File: config.mk
export PLATFORM = sky130hd
export DESIGN_NAME = tlb_refill_and_invalidate_core
export DESIGN_NICKNAME = d
export VERILOG_FILES = /design/src/rtl/tlbri_pkg.sv /design/src/rtl/tlb_refill_and_invalidate_core.sv /design/src/rtl/tlbri_ram.sv /design/src/rtl/tlbri_ctrl.sv /design/src/rtl/tlbri_dp.sv
export SDC_FILE = /design/constraint.sdc
export NUM_CORES = 2
export LEC_CHECK = 0
export BUFFER_PORTS_ARGS = -buffer_cell sky130_fd_sc_hd__buf_2
export CAP_MARGIN = 15
export CORE_AREA = 3 3 281 559
export DETAILED_ROUTE_END_ITERATION = 8
export DIE_AREA = 0 0 284 562
export PLACE_DENSITY = 0.48
export REMOVE_ABC_BUFFERS = 1
export SLEW_MARGIN = 20
export SYNTH_ARGS = -nofsm -noshare
export SYNTH_HDL_FRONTEND = slang
export SYNTH_SLANG_ARGS = --single-unit
File: constraint.sdc
create_clock -name i_clk -period 3.4 [get_ports i_clk]
set_input_delay 0.51 -clock i_clk [delete_from_list [all_inputs] [get_ports i_clk]]
set_output_delay 0.51 -clock i_clk [all_outputs]
set_load 0.02 [all_outputs]
File: src/rtl/tlbri_pkg.sv
// Shared types, sizes and codes of the translation buffer refill and invalidate block.
package tlbri_pkg;

    // Table geometry
    localparam int ENTRIES    = 64;
    localparam int PAGE_SHIFT = 12;
    localparam int IDX_W      = $clog2(ENTRIES);
    localparam int CNT_W      = $clog2(ENTRIES + 1);

    // Field widths fixed by the interface
    localparam int PAGE_W     = 20;
    localparam int COUNT_W    = 21;
    localparam int OP_W       = 2;
    localparam int KIND_W     = 2;
    localparam int SLOT_W     = 6;
    localparam int CLR_W      = 7;
    localparam int CFG_IDX_W  = 1;
    localparam int CFG_DATA_W = 21;
    localparam int CLR_MAX    = 127;

    // Operation codes
    localparam logic [OP_W-1:0] OP_INSERT    = 2'd0;
    localparam logic [OP_W-1:0] OP_INV_ALL   = 2'd1;
    localparam logic [OP_W-1:0] OP_INV_FRAME = 2'd2;

    // Result event codes
    localparam logic [KIND_W-1:0] KIND_FREE  = 2'd0;
    localparam logic [KIND_W-1:0] KIND_REPL  = 2'd1;
    localparam logic [KIND_W-1:0] KIND_ALL   = 2'd2;
    localparam logic [KIND_W-1:0] KIND_FRAME = 2'd3;

    // Configuration register indexes
    localparam logic [CFG_IDX_W-1:0] REG_CODE_BASE  = 1'd0;
    localparam logic [CFG_IDX_W-1:0] REG_CODE_COUNT = 1'd1;

    // Stored part of a translation entry (valid bits live in flops)
    typedef struct packed {
        logic [PAGE_W-1:0] vpage;
        logic [PAGE_W-1:0] frame;
        logic              writable;
    } t_entry;

    // Controller states
    typedef enum logic [2:0] {
        S_IDLE,
        S_INS_SCAN,
        S_INS_WRITE,
        S_CLR_SCAN,
        S_FRM_SCAN,
        S_FRM_DRAIN,
        S_FINISH
    } t_state;

    // Commands from controller to datapath
    typedef struct packed {
        logic            load;
        logic [OP_W-1:0] op;
        logic            ins_step;
        logic            ins_commit;
        logic            clr_step;
        logic            frm_issue;
        logic            emit;
    } t_cmd;

    // Status from datapath to controller
    typedef struct packed {
        logic free_hit;
        logic last;
    } t_sts;

endpackage

File: src/rtl/tlb_refill_and_invalidate_core.sv
// Top level of the translation buffer refill and invalidate block.
//
// Usage: raise start with opcode, virtual page and physical frame while busy is
// low; the item is taken at that clock edge. Opcode insert maps a page into the
// lowest free slot, or into the round-robin victim when all slots are valid.
// Invalidate-all clears every entry, invalidate-frame clears entries of a frame.
// The unused opcode is taken and dropped with no result and no busy cycle.
// Each item gives one result, shown for one cycle with o_valid high; the
// receiver cannot hold it off and needs none of its own storage beyond that.
// Busy is high after the start edge until o_valid shows, so a new item can
// follow as o_valid shows. The scan steps one entry per cycle over the valid
// bits and, for invalidate-frame, over the entry RAM read port. Configuration
// (code region base and page count) is written through i_cfg_we, i_cfg_idx and
// i_cfg_wdata; the user must write it only while the block is idle, which the
// block itself does not enforce. Synchronous active-low reset invalidates all
// entries, zeroes the victim pointer and the region.
module tlb_refill_and_invalidate_core (
    input  logic                                i_clk,
    input  logic                                i_rst_n,
    input  logic                                start,
    output logic                                busy,
    input  logic [tlbri_pkg::OP_W-1:0]          i_opcode,
    input  logic [tlbri_pkg::PAGE_W-1:0]        i_virtual_page,
    input  logic [tlbri_pkg::PAGE_W-1:0]        i_physical_frame,
    input  logic                                i_cfg_we,
    input  logic [tlbri_pkg::CFG_IDX_W-1:0]     i_cfg_idx,
    input  logic [tlbri_pkg::CFG_DATA_W-1:0]    i_cfg_wdata,
    output logic                                o_valid,
    output logic [tlbri_pkg::KIND_W-1:0]        o_event_kind,
    output logic [tlbri_pkg::SLOT_W-1:0]        o_slot_written,
    output logic [tlbri_pkg::CLR_W-1:0]         o_entries_cleared
);

    tlbri_pkg::t_cmd cmd;
    tlbri_pkg::t_sts sts;

    tlbri_ctrl u_ctrl (
        .i_clk    (i_clk),
        .i_rst_n  (i_rst_n),
        .i_start  (start),
        .i_opcode (i_opcode),
        .i_sts    (sts),
        .o_busy   (busy),
        .o_cmd    (cmd)
    );

    tlbri_dp u_dp (
        .i_clk             (i_clk),
        .i_rst_n           (i_rst_n),
        .i_cmd             (cmd),
        .i_virtual_page    (i_virtual_page),
        .i_physical_frame  (i_physical_frame),
        .i_cfg_we          (i_cfg_we),
        .i_cfg_idx         (i_cfg_idx),
        .i_cfg_wdata       (i_cfg_wdata),
        .o_sts             (sts),
        .o_valid           (o_valid),
        .o_event_kind      (o_event_kind),
        .o_slot_written    (o_slot_written),
        .o_entries_cleared (o_entries_cleared)
    );

endmodule

File: src/rtl/tlbri_ram.sv
// Generic single-write, single-read RAM with registered read data.
module tlbri_ram #(
    parameter int WIDTH = 8,
    parameter int DEPTH = 16
) (
    input  logic                     i_clk,
    input  logic                     i_we,
    input  logic [$clog2(DEPTH)-1:0] i_waddr,
    input  logic [WIDTH-1:0]         i_wdata,
    input  logic                     i_re,
    input  logic [$clog2(DEPTH)-1:0] i_raddr,
    output logic [WIDTH-1:0]         o_rdata
);

    logic [WIDTH-1:0] r_mem [DEPTH];
    logic [WIDTH-1:0] r_rdata;

    // Write port
    always_ff @(posedge i_clk) begin
        if (i_we) begin
            r_mem[i_waddr] <= i_wdata;
        end
    end

    // Registered read port
    always_ff @(posedge i_clk) begin
        if (i_re) begin
            r_rdata <= r_mem[i_raddr];
        end
    end

    assign o_rdata = r_rdata;

endmodule

File: src/rtl/tlbri_ctrl.sv
// Controller state machine that sequences insert and invalidate scans.
module tlbri_ctrl (
    input  logic                        i_clk,
    input  logic                        i_rst_n,
    input  logic                        i_start,
    input  logic [tlbri_pkg::OP_W-1:0]  i_opcode,
    input  tlbri_pkg::t_sts             i_sts,
    output logic                        o_busy,
    output tlbri_pkg::t_cmd             o_cmd
);

    tlbri_pkg::t_state r_state;
    tlbri_pkg::t_state n_state;
    logic              accept;

    assign accept = i_start && (r_state == tlbri_pkg::S_IDLE);

    // Next state
    always_comb begin
        n_state = r_state;
        unique case (r_state)
            tlbri_pkg::S_IDLE: begin
                if (accept) begin
                    case (i_opcode)
                        tlbri_pkg::OP_INSERT:    n_state = tlbri_pkg::S_INS_SCAN;
                        tlbri_pkg::OP_INV_ALL:   n_state = tlbri_pkg::S_CLR_SCAN;
                        tlbri_pkg::OP_INV_FRAME: n_state = tlbri_pkg::S_FRM_SCAN;
                        default:                 n_state = tlbri_pkg::S_IDLE;
                    endcase
                end
            end
            tlbri_pkg::S_INS_SCAN: begin
                if (i_sts.free_hit || i_sts.last) begin
                    n_state = tlbri_pkg::S_INS_WRITE;
                end
            end
            tlbri_pkg::S_INS_WRITE: n_state = tlbri_pkg::S_IDLE;
            tlbri_pkg::S_CLR_SCAN: begin
                if (i_sts.last) begin
                    n_state = tlbri_pkg::S_FINISH;
                end
            end
            tlbri_pkg::S_FRM_SCAN: begin
                if (i_sts.last) begin
                    n_state = tlbri_pkg::S_FRM_DRAIN;
                end
            end
            tlbri_pkg::S_FRM_DRAIN: n_state = tlbri_pkg::S_FINISH;
            tlbri_pkg::S_FINISH:    n_state = tlbri_pkg::S_IDLE;
            default:                n_state = tlbri_pkg::S_IDLE;
        endcase
    end

    // Outputs
    always_comb begin
        o_cmd     = '0;
        o_cmd.op  = i_opcode;
        o_busy    = 1'b1;
        unique case (r_state)
            tlbri_pkg::S_IDLE: begin
                o_busy     = 1'b0;
                o_cmd.load = accept;
            end
            tlbri_pkg::S_INS_SCAN:  o_cmd.ins_step = 1'b1;
            tlbri_pkg::S_INS_WRITE: begin
                o_cmd.ins_commit = 1'b1;
                o_cmd.emit       = 1'b1;
            end
            tlbri_pkg::S_CLR_SCAN:  o_cmd.clr_step  = 1'b1;
            tlbri_pkg::S_FRM_SCAN:  o_cmd.frm_issue = 1'b1;
            tlbri_pkg::S_FRM_DRAIN: o_cmd.emit      = 1'b0;
            tlbri_pkg::S_FINISH:    o_cmd.emit      = 1'b1;
            default:                o_busy          = 1'b1;
        endcase
    end

    // State register
    always_ff @(posedge i_clk) begin
        if (!i_rst_n) begin
            r_state <= tlbri_pkg::S_IDLE;
        end else begin
            r_state <= n_state;
        end
    end

endmodule

File: src/rtl/tlbri_dp.sv
// Datapath: valid bits, entry RAM, scan index, victim pointer, config and result registers.
module tlbri_dp (
    input  logic                              i_clk,
    input  logic                              i_rst_n,
    input  tlbri_pkg::t_cmd                   i_cmd,
    input  logic [tlbri_pkg::PAGE_W-1:0]      i_virtual_page,
    input  logic [tlbri_pkg::PAGE_W-1:0]      i_physical_frame,
    input  logic                              i_cfg_we,
    input  logic [tlbri_pkg::CFG_IDX_W-1:0]   i_cfg_idx,
    input  logic [tlbri_pkg::CFG_DATA_W-1:0]  i_cfg_wdata,
    output tlbri_pkg::t_sts                   o_sts,
    output logic                              o_valid,
    output logic [tlbri_pkg::KIND_W-1:0]      o_event_kind,
    output logic [tlbri_pkg::SLOT_W-1:0]      o_slot_written,
    output logic [tlbri_pkg::CLR_W-1:0]       o_entries_cleared
);

    localparam int ENTRIES = tlbri_pkg::ENTRIES;
    localparam int IDX_W   = tlbri_pkg::IDX_W;
    localparam int CNT_W   = tlbri_pkg::CNT_W;
    localparam int PAGE_W  = tlbri_pkg::PAGE_W;

    logic [ENTRIES-1:0]               r_valid;
    logic [PAGE_W-1:0]                r_vpage;
    logic [PAGE_W-1:0]                r_frame;
    logic [IDX_W-1:0]                 r_idx;
    logic [IDX_W-1:0]                 r_cmp_idx;
    logic                             r_cmp_en;
    logic [IDX_W-1:0]                 r_slot;
    logic [IDX_W-1:0]                 r_victim;
    logic [CNT_W-1:0]                 r_cleared;
    logic [tlbri_pkg::KIND_W-1:0]     r_kind;
    logic [PAGE_W-1:0]                r_code_base;
    logic [tlbri_pkg::COUNT_W-1:0]    r_code_count;
    logic                             r_out_valid;
    logic [tlbri_pkg::KIND_W-1:0]     r_out_kind;
    logic [tlbri_pkg::SLOT_W-1:0]     r_out_slot;
    logic [tlbri_pkg::CLR_W-1:0]      r_out_cleared;

    logic                             last;
    logic                             frm_hit;
    logic [IDX_W-1:0]                 victim_next;
    logic [PAGE_W-1:0]                page_off;
    logic                             in_code;
    logic [tlbri_pkg::CLR_W-1:0]      cleared_sat;
    tlbri_pkg::t_entry                wr_entry;
    tlbri_pkg::t_entry                rd_entry;

    // Scan status
    assign last            = (r_idx == IDX_W'(ENTRIES - 1));
    assign o_sts.last      = last;
    assign o_sts.free_hit  = !r_valid[r_idx];

    // Round-robin victim advance
    assign victim_next = (r_victim == IDX_W'(ENTRIES - 1)) ? '0 : r_victim + IDX_W'(1);

    // Code region check: base <= page < base + count, without overflow
    assign page_off = r_vpage - r_code_base;
    assign in_code  = (r_vpage >= r_code_base) &&
                      ({1'b0, page_off} < r_code_count);

    assign wr_entry.vpage    = r_vpage;
    assign wr_entry.frame    = r_frame;
    assign wr_entry.writable = !in_code;

    // Frame match on the entry whose read was issued in the previous cycle
    assign frm_hit = r_cmp_en && r_valid[r_cmp_idx] && (rd_entry.frame == r_frame);

    // Saturate the cleared count for the result field
    assign cleared_sat = (32'(r_cleared) > 32'(tlbri_pkg::CLR_MAX)) ?
                         tlbri_pkg::CLR_W'(tlbri_pkg::CLR_MAX) :
                         tlbri_pkg::CLR_W'(r_cleared);

    tlbri_ram #(
        .WIDTH ($bits(tlbri_pkg::t_entry)),
        .DEPTH (ENTRIES)
    ) u_entry_ram (
        .i_clk   (i_clk),
        .i_we    (i_cmd.ins_commit),
        .i_waddr (r_slot),
        .i_wdata (wr_entry),
        .i_re    (i_cmd.frm_issue),
        .i_raddr (r_idx),
        .o_rdata (rd_entry)
    );

    // Configuration registers
    always_ff @(posedge i_clk) begin
        if (!i_rst_n) begin
            r_code_base  <= '0;
            r_code_count <= '0;
        end else if (i_cfg_we) begin
            case (i_cfg_idx)
                tlbri_pkg::REG_CODE_BASE:  r_code_base  <= PAGE_W'(i_cfg_wdata);
                tlbri_pkg::REG_CODE_COUNT: r_code_count <= tlbri_pkg::COUNT_W'(i_cfg_wdata);
                default: ;
            endcase
        end
    end

    // Valid bits and victim pointer
    always_ff @(posedge i_clk) begin
        if (!i_rst_n) begin
            r_valid  <= '0;
            r_victim <= '0;
        end else begin
            if (i_cmd.ins_step && r_valid[r_idx] && last) begin
                r_victim <= victim_next;
            end
            if (i_cmd.ins_commit) begin
                r_valid[r_slot] <= 1'b1;
            end
            if (i_cmd.clr_step) begin
                r_valid[r_idx] <= 1'b0;
            end
            if (frm_hit) begin
                r_valid[r_cmp_idx] <= 1'b0;
            end
        end
    end

    // Read pipeline tag
    always_ff @(posedge i_clk) begin
        if (!i_rst_n) begin
            r_cmp_en <= 1'b0;
        end else begin
            r_cmp_en <= i_cmd.frm_issue;
        end
    end

    // Item registers, scan index, count and outcome
    always_ff @(posedge i_clk) begin
        r_cmp_idx <= r_idx;
        if (i_cmd.load) begin
            r_vpage   <= i_virtual_page;
            r_frame   <= i_physical_frame;
            r_idx     <= '0;
            r_slot    <= '0;
            r_cleared <= '0;
            r_kind    <= (i_cmd.op == tlbri_pkg::OP_INV_ALL) ? tlbri_pkg::KIND_ALL :
                                                              tlbri_pkg::KIND_FRAME;
        end
        if (i_cmd.ins_step) begin
            if (!r_valid[r_idx]) begin
                r_slot <= r_idx;
                r_kind <= tlbri_pkg::KIND_FREE;
            end else if (last) begin
                r_slot    <= r_victim;
                r_kind    <= tlbri_pkg::KIND_REPL;
                r_cleared <= CNT_W'(1);
            end else begin
                r_idx <= r_idx + IDX_W'(1);
            end
        end
        if (i_cmd.clr_step) begin
            r_idx <= r_idx + IDX_W'(1);
            if (r_valid[r_idx]) begin
                r_cleared <= r_cleared + CNT_W'(1);
            end
        end
        if (i_cmd.frm_issue) begin
            r_idx <= r_idx + IDX_W'(1);
        end
        if (frm_hit) begin
            r_cleared <= r_cleared + CNT_W'(1);
        end
    end

    // Result registers
    always_ff @(posedge i_clk) begin
        if (!i_rst_n) begin
            r_out_valid <= 1'b0;
        end else begin
            r_out_valid <= i_cmd.emit;
        end
    end

    always_ff @(posedge i_clk) begin
        if (i_cmd.emit) begin
            r_out_kind    <= r_kind;
            r_out_slot    <= tlbri_pkg::SLOT_W'(r_slot);
            r_out_cleared <= cleared_sat;
        end
    end

    assign o_valid           = r_out_valid;
    assign o_event_kind      = r_out_kind;
    assign o_slot_written    = r_out_slot;
    assign o_entries_cleared = r_out_cleared;

endmodule
; Word-level counts from Yosys, hierarchy flattened
; Memories as Yosys holds them, arrays and structs flattened. A register that Yosys moved wholly into a read port is not among the register bits.
; Index checks and enable logic that the tools add are counted.
; W data, S select, Z words.
[totals]
regBits = 198
ram_bits = 2624
input_bits = 68
output_inout_bits = 17
elab_cells = 122
memories = 1
[classes]
add_sub_neg = 4
order_cmp = 8
n_eq_ne = 15
mux = 53
n_bitwise = 6
reduce_logical = 18
[memory_table]
columns = memory, depth, word_bits, rd, rd_ports_with_merged_regs, wr, line
row1 = u_dp.u_entry_ram.r_mem, 64, 41, 1, 1, 1, tlbri_ram.sv:15  ; logic [WIDTH-1:0] r_mem [DEPTH];
[op_table]
columns = operator, n
row1 = $mux W64, 5
row2 = $and A64 B64 Y64, 2
row3 = $not A64 Y64, 2
row4 = $mux W6, 11
row5 = $or A64 B64 Y64, 1
row6 = $mux W7, 7
row7 = $lt A20 B21 Y1, 1
row8 = $lt A6 B7 Y1 const B, 3
row9 = $eq A20 B20 Y1, 1
row10 = $ge A20 B20 Y1, 1
row11 = $sub A20 B20 Y20, 1
row12 = $demux W1 S6, 3
row13 = $ge A6 B1 Y1 const B, 3
row14 = $mux W1, 15
row15 = $pmux W3 S5, 1
row16 = $add A6 B1 Y6 const B, 2
row17 = $bmux W1 S6, 2
row18 = $eq A6 B6 Y1 const B, 2
row19 = $mux W3, 4
row20 = $eq A3 B3 Y1 const B, 3
row21 = $logic_and A1 B1 Y1, 9
row22 = $pmux W3 S3, 1
row23 = $mux W2, 4
row24 = $ne A2 B1 Y1 const B, 4
row25 = other kinds (13), 16

; Longest topological paths before layout
[logic_depth]
word_depth = 12
mapped_depth = 12

; Hierarchy
; A second synthesis with hierarchy kept.
[unflattened]
hier_cells = 5424
hier_area_um2 = 111401.8
[modules_own_cells]
columns = module, n_inst, cells_per_inst, area_each_um2
row1 = tlbri_ram, 1, 4226, 100518.9
row2 = tlbri_dp, 1, 1162, 10613.9
row3 = tlbri_ctrl, 1, 36, 269.0

; Least setup slack after synthesis
; Ideal clock, no wire load.
[synth_timing]
path_kind = register to register
from = register u_ctrl.r_state[1]
to = register u_dp.r_valid[40]
setup_time_ps = 74
arrival_ps = 3163
t_required_ps = 3326
slack_ps = 163
path_stages_with_launch = 9
path_buffers = 1
synth_period_minus_slack_ps = 3237
path_cell_list = dfxtp_1 clkbuf_1 inv_1 or3_1 nor3_1 nand2_1 nor3_1 o221ai_1 a21oi_1
[synth_between]
elab_chain_cells = 9
elab_cells_between_ends = 11
classes_between = eq/ne (2) / mux (7) / bitwise (2)
[synth_rtl]
columns = element, line
row1 = "start, declared", tlbri_ctrl.sv:12  ; tlbri_pkg::t_state r_state;
row2 = "start signal, assigned", tlbri_ctrl.sv:80  ; r_state <= tlbri_pkg::S_IDLE;
row3 = "start signal, assigned", tlbri_ctrl.sv:82  ; r_state <= n_state;
row4 = $eq A3 B2 Y1, tlbri_ctrl.sv:59  ; unique case (r_state)
row5 = $mux W1, tlbri_ctrl.sv:59
row6 = $mux W64, tlbri_dp.sv:110  ; if (i_cmd.ins_commit) begin
row7 = $mux W64, tlbri_dp.sv:103  ; if (!i_rst_n) begin
row8 = $and A64 B64 Y64 (no source line), n/a
row9 = $mux W64 (*), tlbri_dp.sv:113  ; if (i_cmd.clr_step) begin
row10 = $mux W64 (*), tlbri_dp.sv:103
row11 = $and A64 B64 Y64 (no source line), n/a
row12 = $mux W64 (*), tlbri_dp.sv:116  ; if (frm_hit) begin
row13 = "end signal, assigned", tlbri_dp.sv:104  ; r_valid <= '0;
row14 = "end signal, assigned by index", tlbri_dp.sv:114  ; r_valid[r_idx] <= 1'b0;
row15 = "end signal, assigned by index", tlbri_dp.sv:117  ; r_valid[r_cmp_idx] <= 1'b0;
row16 = "end, declared", tlbri_dp.sv:23  ; logic [ENTRIES-1:0] r_valid;
; Every way passes the cells marked *; elsewhere a longest branch is shown, timed or not. The select of a mux whose other input is x is not followed.
; A chain may end at the register's enable or synchronous reset.

; Worst setup path after layout
[layout_timing]
from = register u_dp.r_cmp_idx[2]
to = register u_dp.r_valid[39]
[layout_between]
elab_chain_cells = 7
elab_cells_between_ends = 12
classes_between = order compare (2) / mux (5) / bitwise (2) / reduce/logical (3)
[layout_rtl]
columns = element, line
row1 = "start, declared", tlbri_dp.sv:27  ; logic [IDX_W-1:0] r_cmp_idx;
row2 = "start signal, assigned", tlbri_dp.sv:133  ; r_cmp_idx <= r_idx;
row3 = $lt A6 B7 Y1 (implied by the code) or $ge A6 B1 Y1 (tied branches), tlbri_dp.sv:117
row4 = $logic_and A1 B1 Y1 (implied by the code), tlbri_dp.sv:117
row5 = $mux W1 (implied by the code), tlbri_dp.sv:117
row6 = $demux W1 S6, n/a
row7 = $not A64 Y64 (no source line), n/a
row8 = $and A64 B64 Y64 (no source line), n/a
row9 = $mux W64 (*), tlbri_dp.sv:116
row10 = "end signal, assigned by index", tlbri_dp.sv:111  ; r_valid[r_slot] <= 1'b1;
row11 = "end signal, assigned by index", tlbri_dp.sv:114
row12 = "end signal, assigned by index", tlbri_dp.sv:117
; Marked as above.

==> metrics.txt <==
# TYPE chip_impl_metric gauge
chip_impl_metric{name="finalSetupViolations",unit=""} 0
chip_impl_info{name="holdCritStartpoint",value="i_physical_frame[17]"} 1
chip_impl_metric{name="peakVddDrop",unit="V"} 0.000649
chip_impl_metric{name="critical_path_buf_inv_count",unit=""} 3
chip_impl_metric{name="number_of_buffers_added_by_the_clock_tree_synthesis_step",unit=""} 115
chip_impl_info{name="critical_path.top_delay_family",value="simple AND/OR/NAND/NOR gates"} 1
chip_impl_info{name="setup.worst_path.end_class",value="flop"} 1
chip_impl_info{name="whs_endpoint",value="u_dp.r_frame[17]"} 1
chip_impl_metric{name="fp-row-count",unit=""} 203
chip_impl_metric{name="worst_hold_path_depth",unit=""} 1
chip_impl_metric{name="cts_h_tree_lvls",unit=""} 3
chip_impl_metric{name="max_stage_delay",unit="ns"} 0.61
chip_impl_metric{name="initial_utilization",unit="%"} 34.9
chip_impl_metric{name="pin_count",unit=""} 85
chip_impl_metric{name="final_worst_clock_skew",unit="ns"} 0.0304
chip_impl_metric{name="fillerInstances",unit=""} 13600
chip_impl_info{name="root_driver",value="sky130_fd_sc_hd__clkbuf_16"} 1
chip_impl_metric{name="post_route_cells_drive_above_1_share",unit="%"} 21.0
chip_impl_metric{name="seqCellArea",unit="mm²"} 0.0421
chip_impl_metric{name="tot_gr_track_use",unit="%"} 23.8
chip_impl_metric{name="mappedNetlistArea",unit="mm²"} 0.0535
chip_impl_metric{name="detail_route.wl_per_cell",unit="µm"} 34.6
chip_impl_info{name="regToRegEndpoint",value="u_dp.r_valid[39]"} 1
chip_impl_metric{name="hold_viol",unit=""} 0
chip_impl_metric{name="seq_area_frac_synth",unit="%"} 78.8
chip_impl_metric{name="detailedRoute.firstPassIterationCount",unit=""} 6
chip_impl_metric{name="yosysUniqueCellTypes",unit=""} 71
chip_impl_metric{name="synth.mux.area_fraction",unit="%"} 1.30
chip_impl_info{name="cts_tree",value="done"} 1
chip_impl_metric{name="syn_inst",unit=""} 3107
chip_impl_metric{name="average_cell_area_after_synthesis",unit="µm²"} 17.2
chip_impl_metric{name="critical_path_fanouts_max",unit=""} 11
chip_impl_metric{name="worst_ep_arrival_time",unit="ns"} 3.96
chip_impl_metric{name="max_clock_freq",unit="MHz"} 298
chip_impl_info{name="setup.worst_path.class",value="reg -> reg"} 1
chip_impl_metric{name="whs",unit="ns"} 0.0335
chip_impl_info{name="crit-reg2reg-launch",value="u_dp.r_cmp_idx[2]"} 1
chip_impl_metric{name="final_net_count",unit=""} 3538
chip_impl_info{name="path_cells",value="buf_4 > nor2b_1 > a221oi_1 > o221ai_1 > a22o_1 > nor4_2 > buf_4 > nor3_1 > and2_1 > buf_4 > a21oi_1"} 1
chip_impl_metric{name="final_critical_path_required_period",unit="ns"} 3.36
chip_impl_metric{name="drv.max_cap_violation_count",unit=""} 0
chip_impl_metric{name="cellPowerDensity",unit="mW/mm²"} 654
chip_impl_metric{name="drc",unit=""} 0
chip_impl_metric{name="synth-edff-count",unit=""} 1335
chip_impl_metric{name="vias_per_cell",unit=""} 5.86
chip_impl_info{name="critical_path.slowest_cell",value="sky130_fd_sc_hd__dfxtp_1"} 1
chip_impl_metric{name="synth_xor_xnor_area_share",unit="%"} 0.344
chip_impl_metric{name="area_added_between_synthesis_and_finish",unit="%"} 18.9
chip_impl_info{name="dominant_combinational_cell_family_by_area_after_synthesis",value="compound AO/OA/AOI/OAI gates"} 1
chip_impl_metric{name="multiInputGateArea",unit="mm²"} 0.0106
chip_impl_metric{name="grt_pass1_wl",unit="µm"} 268000
chip_impl_metric{name="worst_path_required",unit="ns"} 4.00
chip_impl_metric{name="reg2reg_setup_slack",unit="ns"} 0.04
chip_impl_metric{name="crit_path_depth",unit=""} 11
chip_impl_info{name="run_status",value="finished, final reports clean"} 1
chip_impl_metric{name="post_cts_resize_count",unit=""} 0
chip_impl_metric{name="clockBufferDepth",unit=""} 3
chip_impl_info{name="cpMostUsedCell",value="sky130_fd_sc_hd__buf_4"} 1
chip_impl_metric{name="final_core_util",unit="%"} 41.5
chip_impl_metric{name="route.antenna.remaining_nets",unit=""} 0
chip_impl_metric{name="finalWirelength",unit="µm"} 194000
chip_impl_metric{name="gp_congestion",unit=""} 0.915
chip_impl_metric{name="timing_max_transition_violations_final",unit=""} 0
chip_impl_info{name="timing.critical_path.from_type",value="flop"} 1
chip_impl_metric{name="die-height",unit="µm"} 562
chip_impl_metric{name="grt_overflow",unit=""} 0
chip_impl_metric{name="synth_seq_cells",unit=""} 1437
chip_impl_metric{name="timing.max_slew.rel_slack",unit="%"} 30.4
chip_impl_metric{name="pin_count_of_the_biggest_net_entering_global_routing",unit=""} 65
chip_impl_metric{name="die-width",unit="µm"} 284
chip_impl_metric{name="synth_compound_area_share",unit="%"} 14.4
chip_impl_info{name="min_path_type",value="in -> reg"} 1
chip_impl_info{name="synth_ff_type",value="sky130_fd_sc_hd__edfxtp_1"} 1
chip_impl_metric{name="grt_pass1_vias",unit=""} 33200
chip_impl_metric{name="cts.clk_slew.worst_paths",unit="ns"} 0.07
chip_impl_metric{name="ff2ff_path_depth",unit=""} 11
chip_impl_metric{name="final.period_utilization",unit="%"} 98.9
chip_impl_metric{name="number_of_sinks_handled_by_clock_tree_synthesis",unit=""} 1437
chip_impl_metric{name="io_buffer_count",unit=""} 41
chip_impl_metric{name="number_of_warnings_reported_in_the_yosys_synthesis_log",unit=""} 0
chip_impl_info{name="rsz0062_at_grt",value="false"} 1
chip_impl_metric{name="synth_simple_gate_area_share",unit="%"} 3.26
chip_impl_metric{name="die_area",unit="mm²"} 0.160
chip_impl_metric{name="ys_async_sr_fraction",unit="%"} 0
chip_impl_metric{name="grt_antenna_before_repair",unit=""} 4
chip_impl_metric{name="drt_first_iter_violations",unit=""} 3943
chip_impl_metric{name="synthAdderAreaFrac",unit="%"} 0.0702
chip_impl_metric{name="core_area",unit="mm²"} 0.153
chip_impl_metric{name="routed-via-count",unit=""} 32900
chip_impl_metric{name="hpwl_dp",unit="µm"} 123000
chip_impl_metric{name="clock_insertion_delay_worst_skew",unit="ns"} 0.74
chip_impl_metric{name="timing_worst_slew_pin_value",unit="ns"} 1.04
chip_impl_metric{name="total_leakage_power",unit="nW"} 19.6
## kinds of logic (layout without fill, tap and decap cells)
logic type      count (synthesis)  count (layout)
compound gates               1020            1020
xor+xnor                       21              21
fa+ha+maj                       3               3
buf+inv                       236             693
flops                        1437            1437
mux                            53              53
other cells                     0               3
simple gates                  337             337
## sequential cells by signal (all words and copies together) (netlist names)
register,count
u_ctrl.r_state,3
u_dp.r_victim,6
u_dp.o_event_kind,2
u_dp.u_entry_ram.o_rdata,20
u_dp.r_cmp_idx,6
u_dp.o_entries_cleared,7
u_dp.o_slot_written,6
u_dp.r_frame,20
u_dp.r_cmp_en,1
u_dp.o_valid,1
u_dp.r_slot,6
u_dp.r_idx,6
u_dp.cleared_sat,7
u_dp.r_valid,64
u_dp.r_kind,2
u_dp.u_entry_ram.r_mem,1280
## area by class of cell
type	instances	area share, %
diodes	3	0.0118
clock buffers	129	4.67
clock inverters	85	1.38
inverters	15	0.0885
multi-input cells	1434	16.6
flip-flops and latches	1437	66.3
well taps	2050	4.03
repair buffers	464	6.95
## worst reg2reg max path: stages (launching register included)
cell and delay [ns]:
sky130_fd_sc_hd__dfxtp_1 0.61, sky130_fd_sc_hd__buf_4 0.30, sky130_fd_sc_hd__nor2b_1 0.38, sky130_fd_sc_hd__a221oi_1 0.13, sky130_fd_sc_hd__o221ai_1 0.31, sky130_fd_sc_hd__a22o_1 0.22
sky130_fd_sc_hd__nor4_2 0.05, sky130_fd_sc_hd__buf_4 0.16, sky130_fd_sc_hd__nor3_1 0.44, sky130_fd_sc_hd__and2_1 0.30, sky130_fd_sc_hd__buf_4 0.23, sky130_fd_sc_hd__a21oi_1 0.10
## synth_stat cells (all sizes together) (13+ instances only)
cell type / instances / area share, %
and2: 13 / 0.15
mux2i: 25 / 0.47
nand2: 59 / 0.43
inv: 14 / 0.098
a31oi: 93 / 1.1
nand4: 26 / 0.30
nand3: 31 / 0.29
nor3: 14 / 0.15
nor2b: 16 / 0.19
a41oi: 56 / 0.92
o21ai: 14 / 0.13
and3: 13 / 0.15
buf: 93 / 0.85
xnor2: 17 / 0.28
a22o: 80 / 1.3
edfxtp: 1335 / 75
nor2: 91 / 0.64
o221ai: 61 / 1.0
a221oi: 82 / 1.3
mux2: 17 / 0.37
dfxtp: 102 / 3.8
a21oi: 100 / 0.94
nor4: 34 / 0.41
a22oi: 468 / 6.6
clkbuf: 128 / 0.90
## metal layers
metal,wire (µm),global-route usage [%]
met4,14900,15.6
met1,69900,27.2
met3,10300,2.78
met2,99000,42.2
met5,0,0
## worst max-delay path by stage
stage,start,endpoint,slack (ns)
final,u_dp.r_cmp_idx[2],u_dp.r_valid[39],0.04
after global routing,u_dp.r_idx[1],u_dp.u_entry_ram.o_rdata[7],0.003
after CTS,u_dp.r_idx[1],u_dp.u_entry_ram.o_rdata[7],0.02
after detailed placement,u_dp.r_idx[1],u_dp.u_entry_ram.o_rdata[7],0.05
after global placement,u_dp.r_idx[1],u_dp.u_entry_ram.o_rdata[7],0.05
after floorplan,u_dp.r_idx[1],u_dp.r_valid[33],-4.16
## repair_timing
item / in CTS / in global routing
setup buffers: 0 / 0
hold buffers: 19 / 0
hold endpoints to repair: 19 / 0
## cell usage in the layout, fill, tap and decap left out, types with 61 or more instances in the layout
cell type                   instances
sky130_fd_sc_hd__buf_4            325
sky130_fd_sc_hd__a31oi_1           93
sky130_fd_sc_hd__dfxtp_1          100
sky130_fd_sc_hd__clkbuf_16        116
sky130_fd_sc_hd__a21oi_1          100
sky130_fd_sc_hd__a22oi_1          468
sky130_fd_sc_hd__nor2_2            63
sky130_fd_sc_hd__a221oi_1          82
sky130_fd_sc_hd__a22o_1            80
sky130_fd_sc_hd__buf_12            79
sky130_fd_sc_hd__o221ai_1          61
sky130_fd_sc_hd__edfxtp_1        1335
## report_power, final
group	switching (mW)	total [mW]	internal, mW	leakage [nW]
Clock	6.43	13.8	7.34	1.86
Combinational	5.04	7.71	2.67	4.93
Sequential	0.170	20.1	20.0	12.8
Total	11.6	41.6	30.0	19.6
## metrics by stage
| stage | worst slack [ns] | power, mW | instance area, µm² | instances | setup TNS, ns |
|---|---|---|---|---|---|
| 6_report | 0.0389 | 41.6 | 63600 | 5617 | 0 |
| 5_1_grt | 0.00268 | 42.8 | 63600 | 5615 | 0 |
| 4_1_cts | 0.0171 | 41.9 | 63600 | 5614 | 0 |
| 3_5_place_dp | 0.0500 | 28.2 | 59500 | 5381 | 0 |
| 3_3_place_gp | 0.0529 | 28.2 | 59500 | 5381 | 0 |
| 2_1_floorplan | -4.16 | 23.2 | 52500 | 2886 | -254.58 |
Note: power is estimated with default switching activity, not from simulation.
